[config.mk]
export PLATFORM = sky130hd
export DESIGN_NAME = datetime_difference_seconds
export DESIGN_NICKNAME = d
export VERILOG_FILES = /design/src/sv/dtds_pkg.sv /design/src/sv/datetime_difference_seconds.sv /design/src/sv/dtds_stamp.sv /design/src/sv/dtds_absdiff.sv
export VERILOG_INCLUDE_DIRS = /design/src /design/src/sv
export SDC_FILE = /design/constraint.sdc
export NUM_CORES = 2
export LEC_CHECK = 0
export BUFFER_PORTS_ARGS = -buffer_cell sky130_fd_sc_hd__buf_4
export CAP_MARGIN = 15
export CORE_MARGIN = 1
export CORE_UTILIZATION = 40
export CTS_CLUSTER_DIAMETER = 40
export DETAILED_ROUTE_END_ITERATION = 10
export GPL_TIMING_DRIVEN = 0
export PLACE_DENSITY_LB_ADDON = 0.12
export SLEW_MARGIN = 20
export SYNTH_ARGS = -nofsm -noshare
export SYNTH_HDL_FRONTEND = slang
export SYNTH_SLANG_ARGS = --single-unit
export TNS_END_PERCENT = 10
[constraint.sdc]
create_clock -name clock -period 10 [get_ports clock]
set_clock_uncertainty 0.05 [all_clocks]
set_input_delay 1 -clock clock [delete_from_list [all_inputs] [get_ports clock]]
set_output_delay 1 -clock clock [all_outputs]
set_load 0.005 [all_outputs]
[src/sv/datetime_difference_seconds_defines.svh]
// ----------------------------------------------------------------------------
// datetime_difference_seconds_defines
// Assertion macros used by the datetime difference top module.
// ----------------------------------------------------------------------------
`ifndef DATETIME_DIFFERENCE_SECONDS_DEFINES_SVH
`define DATETIME_DIFFERENCE_SECONDS_DEFINES_SVH

// antecedent now, consequent a fixed number of cycles later
`define DTDS_ASSERT_DELAY(lbl, clk, rst, ante, dly, cons) \
   lbl: assert property (@(posedge clk) disable iff (rst) (ante) |-> ##dly (cons)) \
      else $error("dtds: delayed check failed");

// antecedent and consequent in the same cycle
`define DTDS_ASSERT_NOW(lbl, clk, rst, ante, cons) \
   lbl: assert property (@(posedge clk) disable iff (rst) (ante) |-> (cons)) \
      else $error("dtds: same-cycle check failed");

`endif

[src/sv/dtds_pkg.sv]
`timescale 1ns / 1ps
// ----------------------------------------------------------------------------
// dtds_pkg
// Widths, constants and the month table for the datetime difference block.
// ----------------------------------------------------------------------------
package dtds_pkg;

   localparam int unsigned DTDS_MAX_YEAR = 9999;

   localparam int YEAR_W  = 14;
   localparam int MONTH_W = 4;
   localparam int DAY_W   = 5;
   localparam int HOUR_W  = 5;
   localparam int MIN_W   = 6;
   localparam int SEC_W   = 6;
   localparam int SECS_W  = 39;

   localparam int DAYS_W  = 23;
   localparam int SOD_W   = 17;
   localparam int DBM_W   = 9;
   localparam int CENT_W  = 8;

   // floor(y / 100) = (y * 5243) >> 19, exact for 14-bit y
   localparam int RECIP_100   = 5243;
   localparam int RECIP_SHIFT = 19;
   localparam int PROD_W      = RECIP_SHIFT + CENT_W;

   localparam int SECS_PER_DAY  = 86400;
   localparam int SECS_PER_HOUR = 3600;
   localparam int SECS_PER_MIN  = 60;
   localparam int DAYS_PER_YEAR = 365;

   localparam int STAMP_STAGES = 4;
   localparam int PIPE_DEPTH   = STAMP_STAGES + 1;

   localparam logic [MONTH_W-1:0] MONTH_FEB = 4'd2;

   function automatic logic [DBM_W-1:0] days_before_month(input logic [MONTH_W-1:0] mo);
      logic [DBM_W-1:0] d;
      case (mo)
         4'd0:    d = 9'd0;
         4'd1:    d = 9'd0;
         4'd2:    d = 9'd31;
         4'd3:    d = 9'd59;
         4'd4:    d = 9'd90;
         4'd5:    d = 9'd120;
         4'd6:    d = 9'd151;
         4'd7:    d = 9'd181;
         4'd8:    d = 9'd212;
         4'd9:    d = 9'd243;
         4'd10:   d = 9'd273;
         4'd11:   d = 9'd304;
         4'd12:   d = 9'd334;
         default: d = 9'd365;
      endcase
      return d;
   endfunction

endpackage

[src/sv/datetime_difference_seconds.sv]
// rsp_valid strobes for each request taken with start, once it has passed the pipeline.
// Throughput: one request per cycle; busy stays low, the pipeline never stalls.
// Depth is set by the four-stage stamp conversion plus the difference register.
// Reset (synchronous) drops every request in flight; no result follows it.
`timescale 1ns / 1ps
// ----------------------------------------------------------------------------
// datetime_difference_seconds
// Absolute difference in seconds between two Gregorian timestamps.
// ----------------------------------------------------------------------------
`include "datetime_difference_seconds_defines.svh"

module datetime_difference_seconds import dtds_pkg::*; #(
   parameter int unsigned MAX_YEAR = DTDS_MAX_YEAR
) (
   input  logic               clock,
   input  logic               reset,
   input  logic               start,
   output logic               busy,
   input  logic [YEAR_W-1:0]  req_first_year,
   input  logic [MONTH_W-1:0] req_first_month,
   input  logic [DAY_W-1:0]   req_first_day,
   input  logic [HOUR_W-1:0]  req_first_hour,
   input  logic [MIN_W-1:0]   req_first_minute,
   input  logic [SEC_W-1:0]   req_first_second,
   input  logic [YEAR_W-1:0]  req_second_year,
   input  logic [MONTH_W-1:0] req_second_month,
   input  logic [DAY_W-1:0]   req_second_day,
   input  logic [HOUR_W-1:0]  req_second_hour,
   input  logic [MIN_W-1:0]   req_second_minute,
   input  logic [SEC_W-1:0]   req_second_sec,
   output logic               rsp_valid,
   output logic [SECS_W-1:0]  rsp_elapsed_seconds
);

   logic [SECS_W-1:0]     secs_a, secs_b;
   logic [PIPE_DEPTH-1:0] valid_in, valid_ff;

   assign busy = 1'b0;

   dtds_stamp #(
      .MAX_YEAR (MAX_YEAR)
   ) u_stamp_a (
      .clock  (clock),
      .year   (req_first_year),
      .month  (req_first_month),
      .day    (req_first_day),
      .hour   (req_first_hour),
      .minute (req_first_minute),
      .sec    (req_first_second),
      .secs   (secs_a)
   );

   dtds_stamp #(
      .MAX_YEAR (MAX_YEAR)
   ) u_stamp_b (
      .clock  (clock),
      .year   (req_second_year),
      .month  (req_second_month),
      .day    (req_second_day),
      .hour   (req_second_hour),
      .minute (req_second_minute),
      .sec    (req_second_sec),
      .secs   (secs_b)
   );

   dtds_absdiff u_absdiff (
      .clock  (clock),
      .secs_a (secs_a),
      .secs_b (secs_b),
      .diff   (rsp_elapsed_seconds)
   );

   assign valid_in = {valid_ff[PIPE_DEPTH-2:0], start & ~busy};

   always_ff @(posedge clock) begin
      if (reset) begin
         valid_ff <= '0;
      end else begin
         valid_ff <= valid_in;
      end
   end

   assign rsp_valid = valid_ff[PIPE_DEPTH-1];

   `DTDS_ASSERT_DELAY(a_req_gives_rsp, clock, reset, start, PIPE_DEPTH, rsp_valid)
   `DTDS_ASSERT_NOW(a_rsp_has_req, clock, reset, rsp_valid, $past(start, PIPE_DEPTH))
   `DTDS_ASSERT_DELAY(a_same_stamp_zero, clock, reset, start && (req_first_year == req_second_year) && (req_first_month == req_second_month) && (req_first_day == req_second_day) && (req_first_hour == req_second_hour) && (req_first_minute == req_second_minute) && (req_first_second == req_second_sec), PIPE_DEPTH, rsp_elapsed_seconds == '0)

endmodule

[src/sv/dtds_stamp.sv]
`timescale 1ns / 1ps
// ----------------------------------------------------------------------------
// dtds_stamp
// Four-stage conversion of one timestamp to a linear second count from year 0 (day numbers start at 1).
// ----------------------------------------------------------------------------
module dtds_stamp import dtds_pkg::*; #(
   parameter int unsigned MAX_YEAR = DTDS_MAX_YEAR
) (
   input  logic                clock,
   input  logic [YEAR_W-1:0]   year,
   input  logic [MONTH_W-1:0]  month,
   input  logic [DAY_W-1:0]    day,
   input  logic [HOUR_W-1:0]   hour,
   input  logic [MIN_W-1:0]    minute,
   input  logic [SEC_W-1:0]    sec,
   output logic [SECS_W-1:0]   secs
);

   // stage 1: saturate year, century product, seconds of day
   logic [YEAR_W-1:0]  y1_in, y1_ff;
   logic [PROD_W-1:0]  prod1_in, prod1_ff;
   logic [SOD_W-1:0]   sod1_in, sod1_ff;
   logic [MONTH_W-1:0] mo1_ff;
   logic [DAY_W-1:0]   d1_ff;

   always_comb begin
      if (32'(year) > MAX_YEAR) begin
         y1_in = YEAR_W'(MAX_YEAR);
      end else begin
         y1_in = year;
      end
      prod1_in = PROD_W'(y1_in) * PROD_W'(RECIP_100);
      sod1_in  = SOD_W'(hour) * SOD_W'(SECS_PER_HOUR) + SOD_W'(minute) * SOD_W'(SECS_PER_MIN)
               + SOD_W'(sec);
   end

   always_ff @(posedge clock) begin
      y1_ff    <= y1_in;
      prod1_ff <= prod1_in;
      sod1_ff  <= sod1_in;
      mo1_ff   <= month;
      d1_ff    <= day;
   end

   // stage 2: century quotient and remainder check
   logic [CENT_W-1:0]  qy2_in, qy2_ff;
   logic               rz2_in, rz2_ff;
   logic [YEAR_W-1:0]  y2_ff;
   logic [SOD_W-1:0]   sod2_ff;
   logic [MONTH_W-1:0] mo2_ff;
   logic [DAY_W-1:0]   d2_ff;

   always_comb begin
      qy2_in = prod1_ff[RECIP_SHIFT +: CENT_W];
      rz2_in = ((y1_ff - YEAR_W'(qy2_in) * YEAR_W'(100)) == '0);
   end

   always_ff @(posedge clock) begin
      qy2_ff  <= qy2_in;
      rz2_ff  <= rz2_in;
      y2_ff   <= y1_ff;
      sod2_ff <= sod1_ff;
      mo2_ff  <= mo1_ff;
      d2_ff   <= d1_ff;
   end

   // stage 3: day count
   logic [DAYS_W-1:0] days3_in, days3_ff;
   logic [SOD_W-1:0]  sod3_ff;
   logic [YEAR_W-1:0] p3;
   logic [CENT_W-1:0] q100p3;
   logic              leap3;
   logic [DAYS_W-1:0] dby3;

   always_comb begin
      p3     = y2_ff - YEAR_W'(1);
      leap3  = rz2_ff ? (qy2_ff[1:0] == 2'd0) : (y2_ff[1:0] == 2'd0);
      q100p3 = (rz2_ff && (y2_ff != '0)) ? (qy2_ff - CENT_W'(1)) : qy2_ff;
      if (y2_ff == '0) begin
         dby3 = '0;
      end else begin
         dby3 = DAYS_W'(y2_ff) * DAYS_W'(DAYS_PER_YEAR) + DAYS_W'(p3 >> 2)
              - DAYS_W'(q100p3) + DAYS_W'(q100p3 >> 2) + DAYS_W'(1);
      end
      days3_in = dby3 + DAYS_W'(days_before_month(mo2_ff)) + DAYS_W'(d2_ff)
               + DAYS_W'((mo2_ff > MONTH_FEB) && leap3);
   end

   always_ff @(posedge clock) begin
      days3_ff <= days3_in;
      sod3_ff  <= sod2_ff;
   end

   // stage 4: linear seconds
   logic [SECS_W-1:0] secs4_in, secs4_ff;

   assign secs4_in = SECS_W'(days3_ff) * SECS_W'(SECS_PER_DAY) + SECS_W'(sod3_ff);

   always_ff @(posedge clock) begin
      secs4_ff <= secs4_in;
   end

   assign secs = secs4_ff;

endmodule

[src/sv/dtds_absdiff.sv]
`timescale 1ns / 1ps
// ----------------------------------------------------------------------------
// dtds_absdiff
// Registered absolute difference of two second counts.
// ----------------------------------------------------------------------------
module dtds_absdiff import dtds_pkg::*; (
   input  logic              clock,
   input  logic [SECS_W-1:0] secs_a,
   input  logic [SECS_W-1:0] secs_b,
   output logic [SECS_W-1:0] diff
);

   logic [SECS_W-1:0] diff_in, diff_ff;

   assign diff_in = (secs_a >= secs_b) ? (secs_a - secs_b) : (secs_b - secs_a);

   always_ff @(posedge clock) begin
      diff_ff <= diff_in;
   end

   assign diff = diff_ff;

endmodule

==> reports/results.tsv <==
metric	value	unit
Post-Synthesis Net Count	6386	
Top FF cell, synth	dfxtp_1	
largest net degree at the start of global routing	14	
# hold bufs at CTS	0	
routed vias/inst	4.73	
post-synthesis mux area share	0.00998	
final wirelength	98500	um
status	finished, final reports clean	
endpoints failing hold	0	
CTS tree	done	
Ys Warns	0	
fmax	0.116	GHz
non-filler instance count after layout	6719	
syn_area_per_cell	9.22	um2
Post-synth EDFFs	0	
total number of vias	31800	
NumNets Final	6584	
DRC violations left	0	
most frequent cells in the layout	1,168 x inv_1, 904 x ha_1, 438 x fa_1	
worst path bufs/invs	4	
# IOs	124	
CTS buffer count	74	
Row Count	123	
vias in the first global route	33000	
Setup crit end kind	flop	
Seq/Total Area, Yosys	0.181	
htree depth	3	
root buffer cell	clkbuf_16	
post-CTS setup buffers	0	
post-synthesis register bit count	414	
GRT Total Usage	0.175	
largest family of logic cells by synthesized area	adder cells	
CP max stage delay	0.52	ns
clock-pin slew on the worst setup and hold paths	0.06	ns
post-route ant nets	0	
crit path time final	8.63	ns
DR iter-0 viols	1230	
Max Buffers Root-to-Sink	3	
initial antenna violation count	7	
# setup viols final	0	
HP Class	reg2reg	
Syn Inst Count	4961	
worst-margin pin slew	0.775	ns
compound-gate portion of the synthesized area	0.118	
Synth Area in Adders	0.439	
Netlist cell types	99	
CP Data Arrival Time	9.09	ns
ys async rst share	0	
fin. max-slew vios	0	
dpl cells	6583	
most common library cell in the layout ignoring fill and taps	inv_1	
critical path type	reg2reg	
Post-Synth Simple-Gate Area	0.0854	
max_cap viols	0	
Die H	340	um
Post-Syn Area	0.0458	mm2
xor and xnor area share after synthesis	0.0650	
worst slack at placement	1.24	ns
wire per inst	14.7	um
# port buffers	122	
total grt overflow	0	
routability cong.	0.899	
Layout area overhead	11.9	%
Starting Density	0.405	
Die ar.	0.116	mm2
critical path's slowest cell	fa_1	
first-pass GRT wire length	165000	um
dpl hpwl	85700	um
# clock sinks	414	
CP startpoint kind	flop	
final worst setup slack	1.37	ns
Worst slew margin	0.470	
fin crit share	0.863	
layout cells sized above 1	0.0640	
die span in x	340	um
setup TNS	0	ns
required time worst endpoint	10.46	ns
core area	0.113	mm2
worst-path fanout max	10	
Clk Latency, worst-skew pair	0.64	ns
Resize count post-CTS	0	
RSZ-0062 raised after global routing	no	
DR pass1 iterations	6	
fill count	11100	
delay-heaviest family, CP	simple AND/OR/NAND/NOR gates	
==> registers in the layout, summed over array words and instances (netlist names), 5 cells and up, named ones only <==
signal,cells
u_stamp_a.sod2_ff,17
u_stamp_a.qy2_ff,8
u_stamp_b.d1_ff,5
u_stamp_b.sod1_ff,17
u_stamp_b.qy2_ff,8
u_stamp_b.prod1_ff,8
valid_ff,5
u_stamp_a.d1_ff,5
u_stamp_a.secs,39
u_stamp_b.y1_ff,14
u_stamp_a.y2_ff,14
u_stamp_a.prod1_ff,8
u_stamp_a.d2_ff,5
u_stamp_b.secs,39
u_stamp_a.days3_ff,23
u_stamp_b.sod2_ff,17
u_stamp_b.days3_ff,23
u_absdiff.diff,39
u_stamp_a.y1_ff,14
u_stamp_b.sod3_ff,17
u_stamp_b.d2_ff,5
u_stamp_a.sod3_ff,17
u_stamp_b.y2_ff,14
u_stamp_a.sod1_ff,17
==> synthesized netlist by cell type, drive strengths merged (62+ instances only) <==
| cell type | n | area share |
|---|---|---|
| nand2 | 197 | 0.016 |
| nor3 | 62 | 0.0069 |
| xor2 | 91 | 0.017 |
| nand3 | 64 | 0.0072 |
| a21oi | 260 | 0.029 |
| xnor2 | 245 | 0.047 |
| o21ai | 136 | 0.015 |
| inv | 1168 | 0.096 |
| ha | 904 | 0.25 |
| fa | 438 | 0.19 |
| nor2 | 180 | 0.015 |
| a21o | 111 | 0.018 |
| dfxtp | 414 | 0.18 |
==> per-stage QoR <==
| step | area (um2) | util | hold slack [ns] |
|---|---|---|---|
| after floorplan | 45800 | - | 0.260 |
| after CTS | 51200 | 0.453 | 0.273 |
| after detailed placement | 48600 | 0.430 | 0.262 |
| final | 51200 | 0.453 | 0.268 |
| after global placement | 48600 | 0.430 | 0.261 |
| after global routing | 51200 | 0.453 | 0.273 |
==> routing by layer <==
metal,GRT usage,routed length (um)
met3,0.0245,3090
met2,0.293,44900
met5,0,0
met4,0.0442,2080
met1,0.237,48400
==> area by class of cell <==
type | instances | area [um2] | area share
Tap cell | 1500 | 1880 | 0.0366
Multi-Input combinational cell | 3313 | 32800 | 0.641
Clock inverter | 47 | 618 | 0.0121
Timing Repair Buffer | 122 | 916 | 0.0179
Antenna cell | 1 | 2.50 | 0.0000488
Inverter | 1168 | 4380 | 0.0856
Buffer | 66 | 275 | 0.00537
Sequential cell | 414 | 8290 | 0.162
Clock buffer | 88 | 2040 | 0.0398
==> logic make-up (layout without fill, tap and decap cells) <==
logic type,Yosys count,after routing
AOI/OAI and AO/OA,816,816
muxes,42,42
DFF,414,414
buffers and inverters,1234,1491
adders and majority gates,1342,1342
xor gates and xnor gates,337,337
and+or+nand+nor,775,775
other,1,2
==> worst paths after layout <==
kind	slack (ns)	startpoint	cells after the start	endpoint
worst max register to register	1.37	u_stamp_a.y2_ff[2]	33	u_stamp_a.days3_ff[22]
worst min-delay path	0.27	u_stamp_a.d1_ff[4]	0	u_stamp_a.d2_ff[4]
worst max-delay path	1.37	u_stamp_a.y2_ff[2]	33	u_stamp_a.days3_ff[22]
worst min register to register	0.27	u_stamp_a.d1_ff[4]	0	u_stamp_a.d2_ff[4]
Power is not shown: default switching activity piles up to over one toggle a cycle in this logic, so the estimate is an artifact.
